## config.mk

```make
export PLATFORM = sky130hd
export DESIGN_NAME = two_ship_loading_search_core
export DESIGN_NICKNAME = d
export VERILOG_FILES = /design/src/design/tsls_pkg.sv /design/src/design/two_ship_loading_search_core.sv
export SDC_FILE = /design/constraint.sdc
export NUM_CORES = 1
export LEC_CHECK = 0
export ABC_AREA = 1
export BUFFER_PORTS_ARGS = -buffer_cell sky130_fd_sc_hd__buf_2
export CAP_MARGIN = 20
export CORE_MARGIN = 4
export CORE_UTILIZATION = 35
export DETAILED_ROUTE_END_ITERATION = 6
export GPL_ROUTABILITY_DRIVEN = 0
export GPL_TIMING_DRIVEN = 1
export SKIP_LAST_GASP = 1
export SYNTH_ARGS = -nofsm -noshare
export SYNTH_HDL_FRONTEND = slang
export SYNTH_SLANG_ARGS = --single-unit
```

## constraint.sdc

```tcl
create_clock -name clk_i -period 12.6 [get_ports clk_i]
set_clock_uncertainty 0.15 [all_clocks]
set_input_delay 1.26 -clock clk_i [delete_from_list [all_inputs] [get_ports clk_i]]
set_output_delay 1.26 -clock clk_i [all_outputs]
set_load 0.1 [all_outputs]
```

## src/design/tsls_pkg.sv

```systemverilog
// Shared constants and types for the two-ship loading search core.
// No dependencies; imported by two_ship_loading_search_core.
package tsls_pkg;

  localparam int unsigned MaxItems = 16;
  localparam int unsigned AddrW    = $clog2(MaxItems);
  localparam int unsigned CountW   = $clog2(MaxItems + 1);
  localparam int unsigned WeightW  = 16;
  localparam int unsigned LoadW    = 20;
  localparam int unsigned CfgIdxW  = 2;
  localparam int unsigned IndexW   = 4;

  // configuration register indexes
  localparam logic [CfgIdxW-1:0] CfgFirstCap  = CfgIdxW'(0);
  localparam logic [CfgIdxW-1:0] CfgSecondCap = CfgIdxW'(1);

  // branch taken at one search level
  typedef enum logic [1:0] {
    BR_NONE = 2'd0,
    BR_INC  = 2'd1,
    BR_EXC  = 2'd2
  } branch_e;

endpackage

```

## src/design/two_ship_loading_search_core.sv

```systemverilog
// Weights are taken one beat per cycle while loading. The beat marked last starts a
// depth-first search; each tree node visited waits on the registered read of the weight memory
// at its level. The second-ship check follows, then one result beat per cycle per container
// while out_ready_i is high.
// Input is held off from the last beat until the final result is in the output register.
// Reset (rst_ni low, async): capacities zero, empty job, no result pending; weights undefined.
// Depends on tsls_pkg.
module two_ship_loading_search_core (
  input  logic                            clk_i,
  input  logic                            rst_ni,
  // configuration writes
  input  logic                            cfg_valid_i,
  output logic                            cfg_ready_o,
  input  logic [tsls_pkg::CfgIdxW-1:0]    cfg_index_i,
  input  logic [tsls_pkg::LoadW-1:0]      cfg_data_i,
  // container beats
  input  logic                            in_valid_i,
  output logic                            in_ready_o,
  input  logic [tsls_pkg::WeightW-1:0]    weight_i,
  input  logic                            is_last_i,
  // result beats
  output logic                            out_valid_o,
  input  logic                            out_ready_i,
  output logic [tsls_pkg::IndexW-1:0]     container_index_o,
  output logic                            on_first_ship_o,
  output logic                            feasible_o,
  output logic [tsls_pkg::LoadW-1:0]      first_load_o,
  output logic                            last_o
);
  import tsls_pkg::*;

  // Search walk:
  //   ENTER  node at depth_q; leaf if depth_q >= count_q, else wait for weight read
  //   TRY    include test with the weight of this level
  //   EXC    exclude test (bound: load + rest - w must beat best)
  //   POP    depth just stepped back, weight read in flight
  //   BACK   undo the branch that returned, then try exclude or pop again
  typedef enum logic [2:0] {
    S_LOAD, S_ENTER, S_TRY, S_EXC, S_POP, S_BACK, S_CHECK, S_EMIT
  } state_e;

  state_e                state_q, state_d;
  logic [LoadW-1:0]      cap1_q, cap1_d, cap2_q, cap2_d;
  logic [CountW-1:0]     count_q, count_d;
  logic [LoadW-1:0]      total_q, total_d;
  logic [CountW-1:0]     depth_q, depth_d;
  logic [LoadW-1:0]      load_q, load_d;
  logic [LoadW-1:0]      rem_q, rem_d;
  logic [LoadW-1:0]      best_q, best_d;
  logic [MaxItems-1:0]   choice_q, choice_d;
  logic [MaxItems-1:0]   best_choice_q, best_choice_d;
  branch_e               branch_q [MaxItems];
  branch_e               branch_d [MaxItems];
  logic                  feas_q, feas_d;
  logic [AddrW-1:0]      emit_q, emit_d;

  // output register
  logic                  out_valid_q, out_valid_d;
  logic [IndexW-1:0]     idx_q, idx_d;
  logic                  first_q, first_d;
  logic                  ofeas_q, ofeas_d;
  logic [LoadW-1:0]      oload_q, oload_d;
  logic                  olast_q, olast_d;

  // weight memory, one write port (loading) and one registered read port (search)
  logic [WeightW-1:0]    wmem [MaxItems];
  logic [WeightW-1:0]    rdata_q;
  logic                  wr_en;
  logic [AddrW-1:0]      lvl;
  logic                  in_beat;
  logic                  store_ok;

  logic [LoadW:0]        inc_sum;
  logic [LoadW:0]        exc_sum;
  logic [LoadW-1:0]      rest_w;
  logic                  emit_last;

  assign in_beat  = in_valid_i && in_ready_o;
  assign store_ok = (count_q < CountW'(MaxItems));
  assign wr_en    = in_beat && store_ok;
  assign lvl      = depth_q[AddrW-1:0];

  always_ff @(posedge clk_i) begin
    if (wr_en) begin
      wmem[count_q[AddrW-1:0]] <= weight_i;
    end
    rdata_q <= wmem[lvl];
  end

  // include fits, and the exclude bound (rem always includes this level's weight)
  assign inc_sum   = {1'b0, load_q} + (LoadW+1)'(rdata_q);
  assign exc_sum   = {1'b0, load_q} + {1'b0, rem_q - LoadW'(rdata_q)};
  assign rest_w    = total_q - best_q;
  assign emit_last = ({1'b0, emit_q} + CountW'(1)) == count_q;

  assign cfg_ready_o = 1'b1;
  assign in_ready_o  = (state_q == S_LOAD);

  always_comb begin
    state_d       = state_q;
    cap1_d        = cap1_q;
    cap2_d        = cap2_q;
    count_d       = count_q;
    total_d       = total_q;
    depth_d       = depth_q;
    load_d        = load_q;
    rem_d         = rem_q;
    best_d        = best_q;
    choice_d      = choice_q;
    best_choice_d = best_choice_q;
    branch_d      = branch_q;
    feas_d        = feas_q;
    emit_d        = emit_q;
    out_valid_d   = out_valid_q && !out_ready_i;
    idx_d         = idx_q;
    first_d       = first_q;
    ofeas_d       = ofeas_q;
    oload_d       = oload_q;
    olast_d       = olast_q;

    if (cfg_valid_i) begin
      case (cfg_index_i)
        CfgFirstCap:  cap1_d = cfg_data_i;
        CfgSecondCap: cap2_d = cfg_data_i;
        default: ;
      endcase
    end

    case (state_q)
      S_LOAD: begin
        if (in_beat) begin
          if (store_ok) begin
            count_d = count_q + CountW'(1);
            total_d = total_q + LoadW'(weight_i);
          end
          if (is_last_i) begin
            // fresh search per job
            best_d        = '0;
            best_choice_d = '0;
            choice_d      = '0;
            load_d        = '0;
            rem_d         = total_d;
            depth_d       = '0;
            state_d       = S_ENTER;
          end
        end
      end
      S_ENTER: begin
        if (depth_q >= count_q) begin
          // leaf: only a strictly heavier load replaces the best
          if (load_q > best_q) begin
            best_d        = load_q;
            best_choice_d = choice_q;
          end
          if (depth_q == '0) begin
            state_d = S_CHECK;
          end else begin
            depth_d = depth_q - CountW'(1);
            state_d = S_POP;
          end
        end else begin
          state_d = S_TRY;
        end
      end
      S_TRY: begin
        if (inc_sum <= {1'b0, cap1_q}) begin
          branch_d[lvl] = BR_INC;
          choice_d[lvl] = 1'b1;
          load_d        = inc_sum[LoadW-1:0];
          rem_d         = rem_q - LoadW'(rdata_q);
          depth_d       = depth_q + CountW'(1);
          state_d       = S_ENTER;
        end else begin
          state_d = S_EXC;
        end
      end
      S_EXC: begin
        if (exc_sum > {1'b0, best_q}) begin
          branch_d[lvl] = BR_EXC;
          choice_d[lvl] = 1'b0;
          rem_d         = rem_q - LoadW'(rdata_q);
          depth_d       = depth_q + CountW'(1);
          state_d       = S_ENTER;
        end else begin
          branch_d[lvl] = BR_NONE;
          if (depth_q == '0) begin
            state_d = S_CHECK;
          end else begin
            depth_d = depth_q - CountW'(1);
            state_d = S_POP;
          end
        end
      end
      S_POP: begin
        state_d = S_BACK;
      end
      S_BACK: begin
        if (branch_q[lvl] == BR_INC) begin
          // back from include: restore, then weigh the exclude side
          load_d  = load_q - LoadW'(rdata_q);
          rem_d   = rem_q + LoadW'(rdata_q);
          state_d = S_EXC;
        end else begin
          rem_d         = rem_q + LoadW'(rdata_q);
          branch_d[lvl] = BR_NONE;
          if (depth_q == '0) begin
            state_d = S_CHECK;
          end else begin
            depth_d = depth_q - CountW'(1);
            state_d = S_POP;
          end
        end
      end
      S_CHECK: begin
        // containers left off the first ship weigh total minus best load
        feas_d  = (rest_w <= cap2_q);
        emit_d  = '0;
        state_d = S_EMIT;
      end
      S_EMIT: begin
        if (!out_valid_q || out_ready_i) begin
          out_valid_d = 1'b1;
          idx_d       = IndexW'(emit_q);
          first_d     = best_choice_q[emit_q];
          ofeas_d     = feas_q;
          oload_d     = best_q;
          olast_d     = emit_last;
          emit_d      = emit_q + AddrW'(1);
          if (emit_last) begin
            count_d  = '0;
            total_d  = '0;
            choice_d = '0;
            load_d   = '0;
            rem_d    = '0;
            depth_d  = '0;
            state_d  = S_LOAD;
          end
        end
      end
      default: state_d = S_LOAD;
    endcase
  end

  always_ff @(posedge clk_i or negedge rst_ni) begin
    if (!rst_ni) begin
      state_q       <= S_LOAD;
      cap1_q        <= '0;
      cap2_q        <= '0;
      count_q       <= '0;
      total_q       <= '0;
      depth_q       <= '0;
      load_q        <= '0;
      rem_q         <= '0;
      best_q        <= '0;
      choice_q      <= '0;
      best_choice_q <= '0;
      for (int i = 0; i < MaxItems; i++) begin
        branch_q[i] <= BR_NONE;
      end
      feas_q        <= 1'b0;
      emit_q        <= '0;
      out_valid_q   <= 1'b0;
    end else begin
      state_q       <= state_d;
      cap1_q        <= cap1_d;
      cap2_q        <= cap2_d;
      count_q       <= count_d;
      total_q       <= total_d;
      depth_q       <= depth_d;
      load_q        <= load_d;
      rem_q         <= rem_d;
      best_q        <= best_d;
      choice_q      <= choice_d;
      best_choice_q <= best_choice_d;
      branch_q      <= branch_d;
      feas_q        <= feas_d;
      emit_q        <= emit_d;
      out_valid_q   <= out_valid_d;
    end
  end

  // result payload, no reset needed
  always_ff @(posedge clk_i) begin
    idx_q   <= idx_d;
    first_q <= first_d;
    ofeas_q <= ofeas_d;
    oload_q <= oload_d;
    olast_q <= olast_d;
  end

  assign out_valid_o       = out_valid_q;
  assign container_index_o = idx_q;
  assign on_first_ship_o   = first_q;
  assign feasible_o        = ofeas_q;
  assign first_load_o      = oload_q;
  assign last_o            = olast_q;

endmodule
```

==> results list, run 1 <==
- Outcome: finished, final reports clean
- After detailed routing, the average wire length per cell comes to about 18 um.
- In the final layout, the multi-input gates occupy around 14000 sq um.
- On the worst path, the slowest cell contributes a delay of 440 ps.
* Internal power: 0.004854 W
* Largest voltage drop on the vdd net: 0.0001596 V
- CTS built an H-tree with a depth of 2.
* Number of antenna violations at the first check in global routing: 6
* Area added between synthesis and finish: 11.34%
- Number of routed nets with antenna violations: 0
- CTS tree: done
* Total setup buffers inserted after CTS: 0
* Sort of element at the start of the critical path: flop
- F_max: between 0.15 and 0.2 GHz
- When the netlist entered floorplanning its net count stood at approximately 3800.
* Unrepaired setup endpoints after global routing: false
- Before antenna repair, the detailed router went through 5 iterations.
- The endpoint identified for the worst register-to-register timing path is choice_q[2].
- Final hold vios: 0
* Final-layout fill cell count: around 8500
* Cell Area, Placed: 31140 sq um
- In this run, distinct cell masters in the synthesized netlist total 75.
* Origin of the critical flop-to-flop path: rem_q[0]
- CTS root buffer: sky130_fd_sc_hd__clkbuf_16
- The most used flip-flop cell after synthesis is sky130_fd_sc_hd__edfxtp_1.
- In this run the deepest clock path goes through 3 buffers.
- Placeable Area: between 80000 and 90000 sq um
- Final global-route overflow total: 0
- Final Max Slew Viols: 0
- Largest net degree at the start of global routing: between 80 and 90
* Post-synthesis register bit count: 502
- For this design the static power due to leakage is 14.54 nW.
- Global routing used between 2 and 3% of the available met3 tracks.
* Critical path buffers and inverters: 3
- The worst hold path belongs to the class flop to flop.
- Sequential share of the synthesized area: a little under half
- The number of gates resized after CTS was 0.
- Counting flops with a built-in enable in the synthesized netlist gives 283.
- In this run, post-CTS hold repair placed 0 buffers.
* Area share of the largest cell type after synthesis: between 20% and 30%
* Capturing instance or port of the critical path: choice_q[2]
* Clock share of power: between 10% and 20%
* Global-route wire length before repair: about 130000 um
* Power Density: slightly below 300 nW/um^2
* First element of the critical path: rem_q[0]
- For flop-to-flop paths, the worst setup slack is 6780 ps.
- Leading post-synthesis cells by cell area: sky130_fd_sc_hd__edfxtp_1 (29%), sky130_fd_sc_hd__dfrtp_1 (17%), sky130_fd_sc_hd__nand2_1 (10%), sky130_fd_sc_hd__ha_1 (9.1%), sky130_fd_sc_hd__o21ai_0 (6.7%)
- Least-Margin Pin Slew: roughly 1000 ps
- The slowest stage of the critical path belongs to the cell sky130_fd_sc_hd__nor4_1.
* Post-route clock period utilization: 46.19%
- The initial utilization of the core area, before any placement, comes to approximately 35%.
- Instance count on the critical path: 31
- Of the total power, the share spent switching nets is roughly half.
* Mean number of vias per cell: around 5.2
- WL final: between 80000 and 90000 um
- Grt met2 use: between 20% and 30%
- Power share of the combinational group: roughly three fifths
- Global Route Usage Sum: between 10% and 20%
* Library cell with the largest summed area after synthesis: sky130_fd_sc_hd__edfxtp_1
* Half-perimeter wire length after detailed placement: between 60000 and 70000 um
- For this run, global-route usage on met1 was measured as about a quarter.
* Max-slew headroom: ~30%
* Psw: approximately 0.005 W
- The Yosys step of the flow raised 0 warnings.
* Arrival @ worst endpoint: between 6000 and 7000 ps
* Fraction of final layout cells with drive strength greater than 1: just under 8%
* Category of the worst setup path capture point: flop
- Count leader, synth: sky130_fd_sc_hd__nand2_1
- The number of global-route vias before repair came to 22910.
- Each instance of the synthesized netlist takes up on average 8.494 sq um.
* Crit path kind: flop to flop
- Most common cell on crit path: sky130_fd_sc_hd__nand2_1
- Of the total power, registers draw between 20% and 30%.
* Total number of clock tree sinks: approximately 500
* Peak-usage layer in the global routing report: met2
- Leading cell types by count after synthesis: sky130_fd_sc_hd__nand2_1 (789), sky130_fd_sc_hd__o21ai_0 (400), sky130_fd_sc_hd__inv_1 (356)
- After floorplanning, the core was divided into about 110 placement rows.
- Of all flip-flops after synthesis, the portion carrying an async set or reset was 40.44%.
- Die Ht: around 300 um
* Cell family contributing the most delay on the critical path: simple AND/OR/NAND/NOR gates
- The die covers roughly 90000 sq um.
- DRC Markers: 0
- At the worst endpoint, the required time is roughly 13000 ps.
- Iter 0 DRT Violations: 1892
- CTS clock-pin slew for the worst setup and hold paths: 60 ps
- The cell area that synthesis handed to floorplanning was roughly 30000 sq um.
* Count of final setup violators: 0
- The number of cells on the worst reg-to-reg path is 31.
- During I/O placement, the number of pins put on the boundary was 74.
* Sum of negative setup slack: 0 ps
- In the final design database the tool counted 3785 nets.
- Clock insertion delay at the later pin of the skew report: 650 ps
- Counting every instance in the synthesized netlist gives between 3000 and 4000.
- Detailed-route via count: between 20000 and 25000
- Storage cell area: between 10000 and 15000 sq um
* Shortest clock period the worst path allows after layout: around 5800 ps
- Port Buffers: 72
- In this run the horizontal extent of the chip is roughly 300 um.
- TritonCTS created between 50 and 60 clock buffers.
* Final cell area excluding filler cells: ~33000 sq um
* Highest fanout seen on the critical path: 17
* Max cap viols: 0
-- kinds of logic after synthesis --
| group | count (synthesis) | synth area share, % |
|---|---|---|
| muxes | 5 | 0.1685 |
| and+or+nand+nor | 1400 | 19.55 |
| adders and majority gates | 223 | 9.573 |
| other | 1 | 0.01263 |
| DFF | 502 | 46.80 |
| xor gates and xnor gates | 90 | 2.705 |
| AOI/OAI and AO/OA | 776 | 14.56 |
| buffers and inverters | 499 | 6.628 |
-- layout by cell type, fill, tap and decap left out, drive strengths merged, types with 8 or more instances in the layout --
master / n
a211oi: 8
a31oi: 8
edfxtp: 283
o21bai: 11
nand4: 42
nor3: 19
xor2: 74
inv: 366
nand2: 811
clkbuf: 69
o21ai: 425
a21oi: 195
dfrtp: 203
or2: 8
dfxtp: 16
o21a: 8
nor4: 8
nand3: 170
ha: 216
nor2: 328
o211ai: 12
o22ai: 71
buf: 99
clkinv: 23
xnor2: 16
-- power by group through the flow --
| stage | sequential (W) | combinational [W] | clock (W) |
|---|---|---|---|
| after CTS | 0.00233 | 0.00573 | 0.00173 |
| after global routing | 0.00236 | 0.00650 | 0.00179 |
| after floorplan | 0.00230 | 0.00420 | 0 |
| after global placement | 0.00236 | 0.00564 | 0 |
| after detailed placement | 0.00236 | 0.00570 | 0 |
| final | 0.00234 | 0.00580 | 0.00169 |
-- registers in the layout (all words and copies together), names as in the netlist, 4 cells and up --
| register | count |
|---|---|
| total_q | 20 |
| rdata_q | 16 |
| cap2_q | 20 |
| container_index_o | 4 |
| first_load_o | 20 |
| choice_q | 16 |
| depth_q | 5 |
| load_q | 20 |
| best_choice_q | 16 |
| cap1_q | 20 |
| branch_q | 32 |
| rem_q | 20 |
| best_q | 20 |
| wmem | 256 |
| count_q | 5 |
| emit_q | 4 |
-- metrics by stage --
stage          hold slack (ps)  utilization [%]  power (W)  worst slack (ps)  cells
6_report                 325.0            39.45   0.009825              6780   4700
3_3_place_gp             305.7            37.15   0.007999              7092   4594
2_1_floorplan            275.7                -   0.006495              7831   3496
4_1_cts                  329.2            39.42   0.009791              6953   4697
5_1_grt                  340.3            39.44    0.01065              6215   4698
3_5_place_dp             314.9            37.15   0.008063              7010   4594
-- final cells by class --
type,instances,area share (%)
Tap cell,1134,4.291
Sequential cell,502,42.05
Antenna cell,2,0.01514
Clock buffer,69,4.412
Timing Repair Buffer,99,1.756
Inverter,365,4.151
Clock inverter,34,1.355
Multi-Input combinational cell,2495,41.97
-- how the worst min path moves through the flow --
stage,cells past startpoint,endpoint,from,slack [ps]
after global routing,0,first_load_o[8],best_q[8],340
final,0,feasible_o,feas_q,330
after floorplan,0,feasible_o,feas_q,280
after CTS,0,feasible_o,feas_q,330
after global placement,0,feasible_o,feas_q,310
after detailed placement,0,feasible_o,feas_q,310
-- per-layer routing --
metal | wire, um | up-vias | part of all wire [%]
met5 | 25 | - | 0.029
met4 | 2754 | 4 | 3.2
met3 | 5547 | 150 | 6.4
met2 | 38240 | 758 | 44
met1 | 40110 | 11560 | 46
li1 | - | 11860 | -
Power figures use the tool's default switching activity.
==> inputs of run 2 (changes only) <==
==> constraint.sdc (replaced) <==
create_clock -name clk_i -period 4.85 [get_ports clk_i]
set_clock_uncertainty 0.15 [all_clocks]
set_input_delay 0.485 -clock clk_i [delete_from_list [all_inputs] [get_ports clk_i]]
set_output_delay 0.485 -clock clk_i [all_outputs]
set_load 0.1 [all_outputs]
==> results list, run 2 (synthesis gave the netlist of run 1 again) <==
- The number of nets in the layout is 4055 (was 3785).
- The area used by multi-input combinational logic was 14490 sq um (was 13880 sq um).
- Most common library cell in the layout ignoring fill and taps: sky130_fd_sc_hd__nand2_1 (unchanged)
- Number of detailed-route iterations in the first pass: 6 (was 5)
- Total number of clock tree sinks: 502 (unchanged)
- Category of the worst setup path capture point: flop (unchanged)
* F_max: 0.1991 GHz (was 0.1718 GHz)
* Post-route clock period utilization: 103.6% (was 46.19%)
* Mean number of vias per cell: 5.035 (was 5.176)
* Ports: 74 (unchanged)
- Number of antenna violations at the first check in global routing: 6 (unchanged)
- The CTS tree is done (unchanged).
- The maximum single-stage delay on the critical path was 370 ps (was 440 ps).
- The fraction of layout instances using a drive strength above 1 was 16.32% (was 7.744%).
- The flip-flop count of the largest register, all copies and words added is 256 (unchanged).
- The number of global-route vias before repair came to 24210 (was 22910).
- The relative max-transition margin was 29.46% (was 30.25%).
- Worst reg2reg setup slack: -170 ps (was 6780 ps)
* Path depth of the worst reg2reg path: 36 (was 31)
- Required time at the worst-slack endpoint: 5200 ps (was 13000 ps)
- Storage cell area: 13900 sq um (unchanged)
- The end point of the critical path is rem_q[10] (was choice_q[2]).
* Global Route Usage Sum: 19.76% (was 18.86%)
* Max cap viols: 0 (unchanged)
* Tightest Hold Check Type: primary input to flop (was flop to flop)
- Endpoint of the most critical register-to-register path: rem_q[10] (was choice_q[2])
- Final-layout fill cell count: 8297 (was 8549)
- The post-route antenna net violation count came to 0 (unchanged).
- The smallest setup slack after layout was -173.5 ps (was 6780 ps).
- The startpoint of the worst register-to-register path is rem_q[0] (unchanged).
- The half-perimeter wire length after detailed placement came to 66840 um (was 63710 um).
- The largest fanout on the critical path is 7 (was 17).
- The clock tree buffer depth is 3 (unchanged).
* Total CTS buffers: 57 (was 55)
- The global-route wire length before repair is 140000 um (was 133700 um).
- Count of final setup violators: 58 (was 0)
- Die Width: 299.3 um (unchanged)
- H-tree depth: 2 (unchanged)
- The average wire length per cell after detail routing was 18.13 um (was 18.44 um).
- Final global-route overflow total: 0 (unchanged)
* Commonest cells after routing, fill and taps aside: sky130_fd_sc_hd__nand2_1 (752), sky130_fd_sc_hd__o21ai_0 (391), sky130_fd_sc_hd__inv_1 (352) (was sky130_fd_sc_hd__nand2_1 (789), sky130_fd_sc_hd__o21ai_0 (400), sky130_fd_sc_hd__inv_1 (356))
* CTS clock-pin slew for the worst setup and hold paths: 70 ps (was 60 ps)
* Failing checks: negative setup slack
* Detailed-route via count: 25030 (was 24330)
- The root buffer selected by CTS was sky130_fd_sc_hd__clkbuf_16 (unchanged).
- Largest net degree at the start of global routing: 99 (was 81)
* Placeable Area: 83820 sq um (unchanged)
* Least-Margin Pin Slew: 1055 ps (was 1045 ps)
- Unrepaired setup endpoints after global routing: true (was false).
- Final hold vios: 0 (unchanged)
* Shortest clock period the worst path allows after layout: 5023 ps (was 5820 ps)
- The number of placement rows was 106 (unchanged).
- The critical path arrival came to 5370 ps (was 6220 ps).
* Initial core utilization: 35.43% (unchanged)
* First element of the critical path: rem_q[0] (unchanged)
- The smallest hold slack was 44.04 ps (was 325.0 ps).
* Clock insertion delay at the later pin of the skew report: 660 ps (was 650 ps)
* Die Ht: 299.3 um (unchanged)
* Sort of element at the start of the critical path: flop (unchanged)
- Floorplan die area: 89570 sq um (unchanged)
- The cell area after layout came to 35890 sq um (was 33060 sq um).
- DRC Markers: 0 (unchanged)
* Area added between synthesis and finish: 20.85% (was 11.34%)
- The placed cell area came to 32920 sq um (was 31140 sq um).
- Crit path kind: flop to flop (unchanged)
- The number of DRC markers after the initial detailed-route iteration is 1626 (was 1892).
* Outcome: finished with violations (was finished, final reports clean)
- The max-slew violation total from the final report is 0 (unchanged).
- The master of the slowest instance on the critical path is sky130_fd_sc_hd__dfrtp_1 (was sky130_fd_sc_hd__nor4_1).
- WL final: 90090 um (was 86680 um)
* Port Buffers: 72 (unchanged)
- The most prevalent standard cell on the critical path was sky130_fd_sc_hd__nand2_4 (was sky130_fd_sc_hd__nand2_1).
run 2: critical path, delay by kind of cell (launching register included):
family                   cells  cell delay [ps]
XOR/XNOR                     2              270
buffers and inverters        8              720
adder cells (fa/ha/maj)      4             1170
flip-flops                   1              370
AND/OR/NAND/NOR             17             1680
AO/OA/AOI/OAI                5              530
run 2: per-layer routing:
layer / vias up / track usage [%] / share of wire, %
met4: 4 / 6.080 / 3.2
met1: 11820 / 27.39 / 46
li1: 12390 / - / -
met3: 152 / 3.013 / 5.8
met2: 660 / 31.98 / 45
met5: - / 0 / 0.026
run 2: area by class of cell:
type,count,area share (%)
diodes,1,0.006973
clock buffers,67,4.079
repair buffers,367,7.719
well taps,1134,3.954
flip-flops and latches,502,38.74
clock inverters,39,1.304
multi-input cells,2495,40.37
inverters,365,3.825
run 2: per-stage QoR:
step	std cells	TNS, ps	setup slack, ps	util [%]
detailed placement	4821	-21260	-405.3	39.27
floorplan	3496	0	80.73	-
global placement	4821	-16930	-333.3	39.27
CTS	4956	-6664	-153.2	42.14
finish	4970	-6947	-173.5	42.81
global route	4969	-24090	-446.7	42.81
run 2: timing repair:
item / CTS / global route
hold buffers: 15 / 0
pin swaps: 11 / 23
endpoints found under the setup margin: 60 / 96
gates resized for setup: 51 / 99
cloned: 0 / 2
hold endpoints to repair: 119 / 0
setup buffers: 14 / 9
run 2: how the worst min path moves through the flow:
stage	start	endpoint	slack, ps	cells past startpoint
2_1_floorplan	rst_ni	best_choice_q[0]	40	0
3_3_place_gp	best_q[3]	first_load_o[3]	300	0
3_5_place_dp	best_q[3]	first_load_o[3]	310	0
4_1_cts	out_ready_i	out_valid_o	9	4
5_1_grt	cfg_data_i[17]	cap2_q[17]	30	3
6_report	out_ready_i	out_valid_o	40	4
Power of run 2 is not shown: default switching activity piles up to over one toggle a cycle in this logic, so the estimate is an artifact.
==> inputs of run 3 (changes only) <==
--- a/config.mk
+++ b/config.mk
@@ -13,6 +13,7 @@
 export DETAILED_ROUTE_END_ITERATION = 6
 export GPL_ROUTABILITY_DRIVEN = 0
 export GPL_TIMING_DRIVEN = 1
+export SETUP_SLACK_MARGIN = 0.1
 export SKIP_LAST_GASP = 1
 export SYNTH_ARGS = -nofsm -noshare
 export SYNTH_HDL_FRONTEND = slang
==> results list, run 3 (synthesis gave the netlist of run 1 again) <==
- The growth of design area from synthesis to finish is 19.30% (was 20.85%).
- Routed wire per std cell: 18.05 um (was 18.13 um)
- The number of top-level design ports came to 74 (unchanged).
- Maximum clock insertion buffer count: 3 (unchanged)
- The clock input transition at the sequential cells of the worst setup and hold paths was 60 ps (was 70 ps).
- Highest fanout seen on the critical path: 6 (was 7)
- The critical path startpoint category was a flop (unchanged).
- The height of the chip came to 299.3 um (unchanged).
* Post-route clock period utilization: 106.9% (was 103.6%)
- The half-perimeter wire length after detailed placement came to 66040 um (was 66840 um).
- The area occupied by registers was 13900 sq um (about the same).
- Placeable Area: 83820 sq um (unchanged)
- The post-route DRC violation count was 0 (unchanged).
- Number of detailed-route iterations in the first pass: 6 (unchanged)
- CP peak stage delay: 400 ps (was 370 ps)
- Fraction of final layout cells with drive strength greater than 1: 15.79% (was 16.32%)
- The overall die width is 299.3 um (unchanged).
- The total number of vias came to 24930 (was 25030).
- The type of the worst setup path is flop to flop (unchanged).
* H-tree depth: 2 (unchanged)
- First element of the critical path: rem_q[11] (was rem_q[0])
- The post-route antenna net violation count came to 0 (unchanged).
* Max cap viols: 0 (unchanged)
- Worst-case hold slack: 26.56 ps (was 44.04 ps)
* CTS root buffer: sky130_fd_sc_hd__clkbuf_16 (unchanged)
* Category of the worst setup path capture point: flop (unchanged)
- Mean number of vias per cell: 5.039 (was 5.035)
- Final global-route overflow total: 0 (unchanged)
- Outcome: finished with violations (unchanged)
- Total number of placement rows: 106 (unchanged)
* Max-slew headroom: 44.87% (was 29.46%)
- The global-route wire length before repair came to 137700 um (was 140000 um).
- Unrepaired setup endpoints after global routing: true (unchanged)
- Critical path's slowest cell: sky130_fd_sc_hd__dfrtp_1 (unchanged)
- The filler cell count in the final layout is 8324 (was 8297).
- The post-route non-filler standard cell count was 4948 (was 4970).
* Final Max Slew Viols: 0 (unchanged)
- Vias in the first global route: 23920 (was 24210)
* Area of the multi-input gates: 14350 sq um (was 14490 sq um)
- Total CTS buffers: 55 (was 57)
- Floorplan die area: 89570 sq um (unchanged)
- Global Route Usage Sum: 19.50% (was 19.76%)
* Failing checks: negative setup slack (unchanged)
* Flip-flop count of the largest register, all copies and words added: 256 (unchanged)
- Origin of the worst min-delay path: cfg_data_i[13] (was out_ready_i)
- The highest achievable clock rate came to 0.1930 GHz (was 0.1991 GHz).
- The number of DRC markers after the initial detailed-route iteration was 1929 (was 1626).
* WL final: 89330 um (was 90090 um)
* Port Buffers: 72 (unchanged)
- PnR worst setup slack: -332.4 ps (was -173.5 ps)
- Most common library cell in the layout ignoring fill and taps: sky130_fd_sc_hd__nand2_1 (unchanged)
- Shortest clock period the worst path allows after layout: 5182 ps (was 5023 ps)
- The critical path arrival was 5600 ps (was 5370 ps).
- Clock insertion delay at the later pin of the skew report: 650 ps (was 660 ps)
- Commonest cells after routing, fill and taps aside: sky130_fd_sc_hd__nand2_1 (764), sky130_fd_sc_hd__o21ai_0 (379), sky130_fd_sc_hd__inv_1 (352) (was sky130_fd_sc_hd__nand2_1 (752), sky130_fd_sc_hd__o21ai_0 (391), sky130_fd_sc_hd__inv_1 (352)).
* Origin of the critical flop-to-flop path: rem_q[11] (was rem_q[0])
- The dominant delay contributor by cell family on the critical path is simple AND/OR/NAND/NOR gates (unchanged).
- The number of nets in the layout came to 4034 (was 4055).
- Number of antenna violations at the first check in global routing: 8 (was 6)
- The path type of the worst min-delay path is primary input to flop (unchanged).
* Initial core utilization: 35.43% (unchanged)
- Final hold vios: 0 (unchanged)
* Total number of clock tree sinks: 502 (unchanged)
* Critical path buffers and inverters: 3 (was 8)
- Required time at the worst-slack endpoint: 5270 ps (was 5200 ps)
- The final count of negative-setup-slack endpoints came to 59 (was 58).
* Placed cells: 4810 (was 4821)
- Largest net degree at the start of global routing: 92 (was 99)
- The transition at the pin with the smallest max-transition slack is 826.9 ps (was 1055 ps).
* CTS tree: done (unchanged)
[run 3: final cells by class]
type	count	share of cell area, %
tap	1134	4.005
multi-input combinational	2495	40.50
timing repair buffer	348	7.371
antenna	1	0.007064
clock inverter	31	0.7629
sequential	502	39.25
clock buffer	72	4.235
inverter	365	3.874
[run 3: path summary, 6_finish.rpt]
kind	cells after the start	end	slack (ps)
min in group asynchronous	2	best_q[14]	340
setup / recovery	28	choice_q[5]	-330
max in group asynchronous	3	total_q[10]	3050
setup reg to reg	28	choice_q[5]	-330
hold reg to reg	0	feasible_o	310
hold / removal	3	cap1_q[13]	30
[run 3: timing repair]
item,4_1_cts,5_1_grt
buffers inserted,18,8
cloned,1,1
endpoints found under the setup margin,60,96
hold buffers,5,0
gates resized for setup,46,92
pin swaps,14,32
hold endpoints to repair,95,0
[run 3: metrics by stage]
step                area [sq um]  setup WS [ps]  TNS, ps  utilization (%)
floorplan                  29700          107.7        0                -
global placement           32810         -303.7   -14440            39.15
detailed placement         32810         -455.0   -22920            39.15
CTS                        35020         -140.7    -6116            41.78
global route               35420         -647.5   -35300            42.26
finish                     35430         -332.4   -16930            42.26
[run 3: worst min-delay path, cell delays in order]
cell and delay (ps):
sky130_fd_sc_hd__buf_2 100, sky130_fd_sc_hd__inv_1 80, sky130_fd_sc_hd__o21ai_0 90
[run 3: layer usage]
metal | wire [um] | track usage (%) | vias up
li1 | - | - | 12370
met1 | 40290 | 26.44 | 11750
met2 | 39480 | 30.48 | 620
met3 | 5830 | 4.157 | 187
met4 | 3659 | 7.863 | 10
met5 | 59 | 0 | -
Power of run 3 is left out for the same reason.
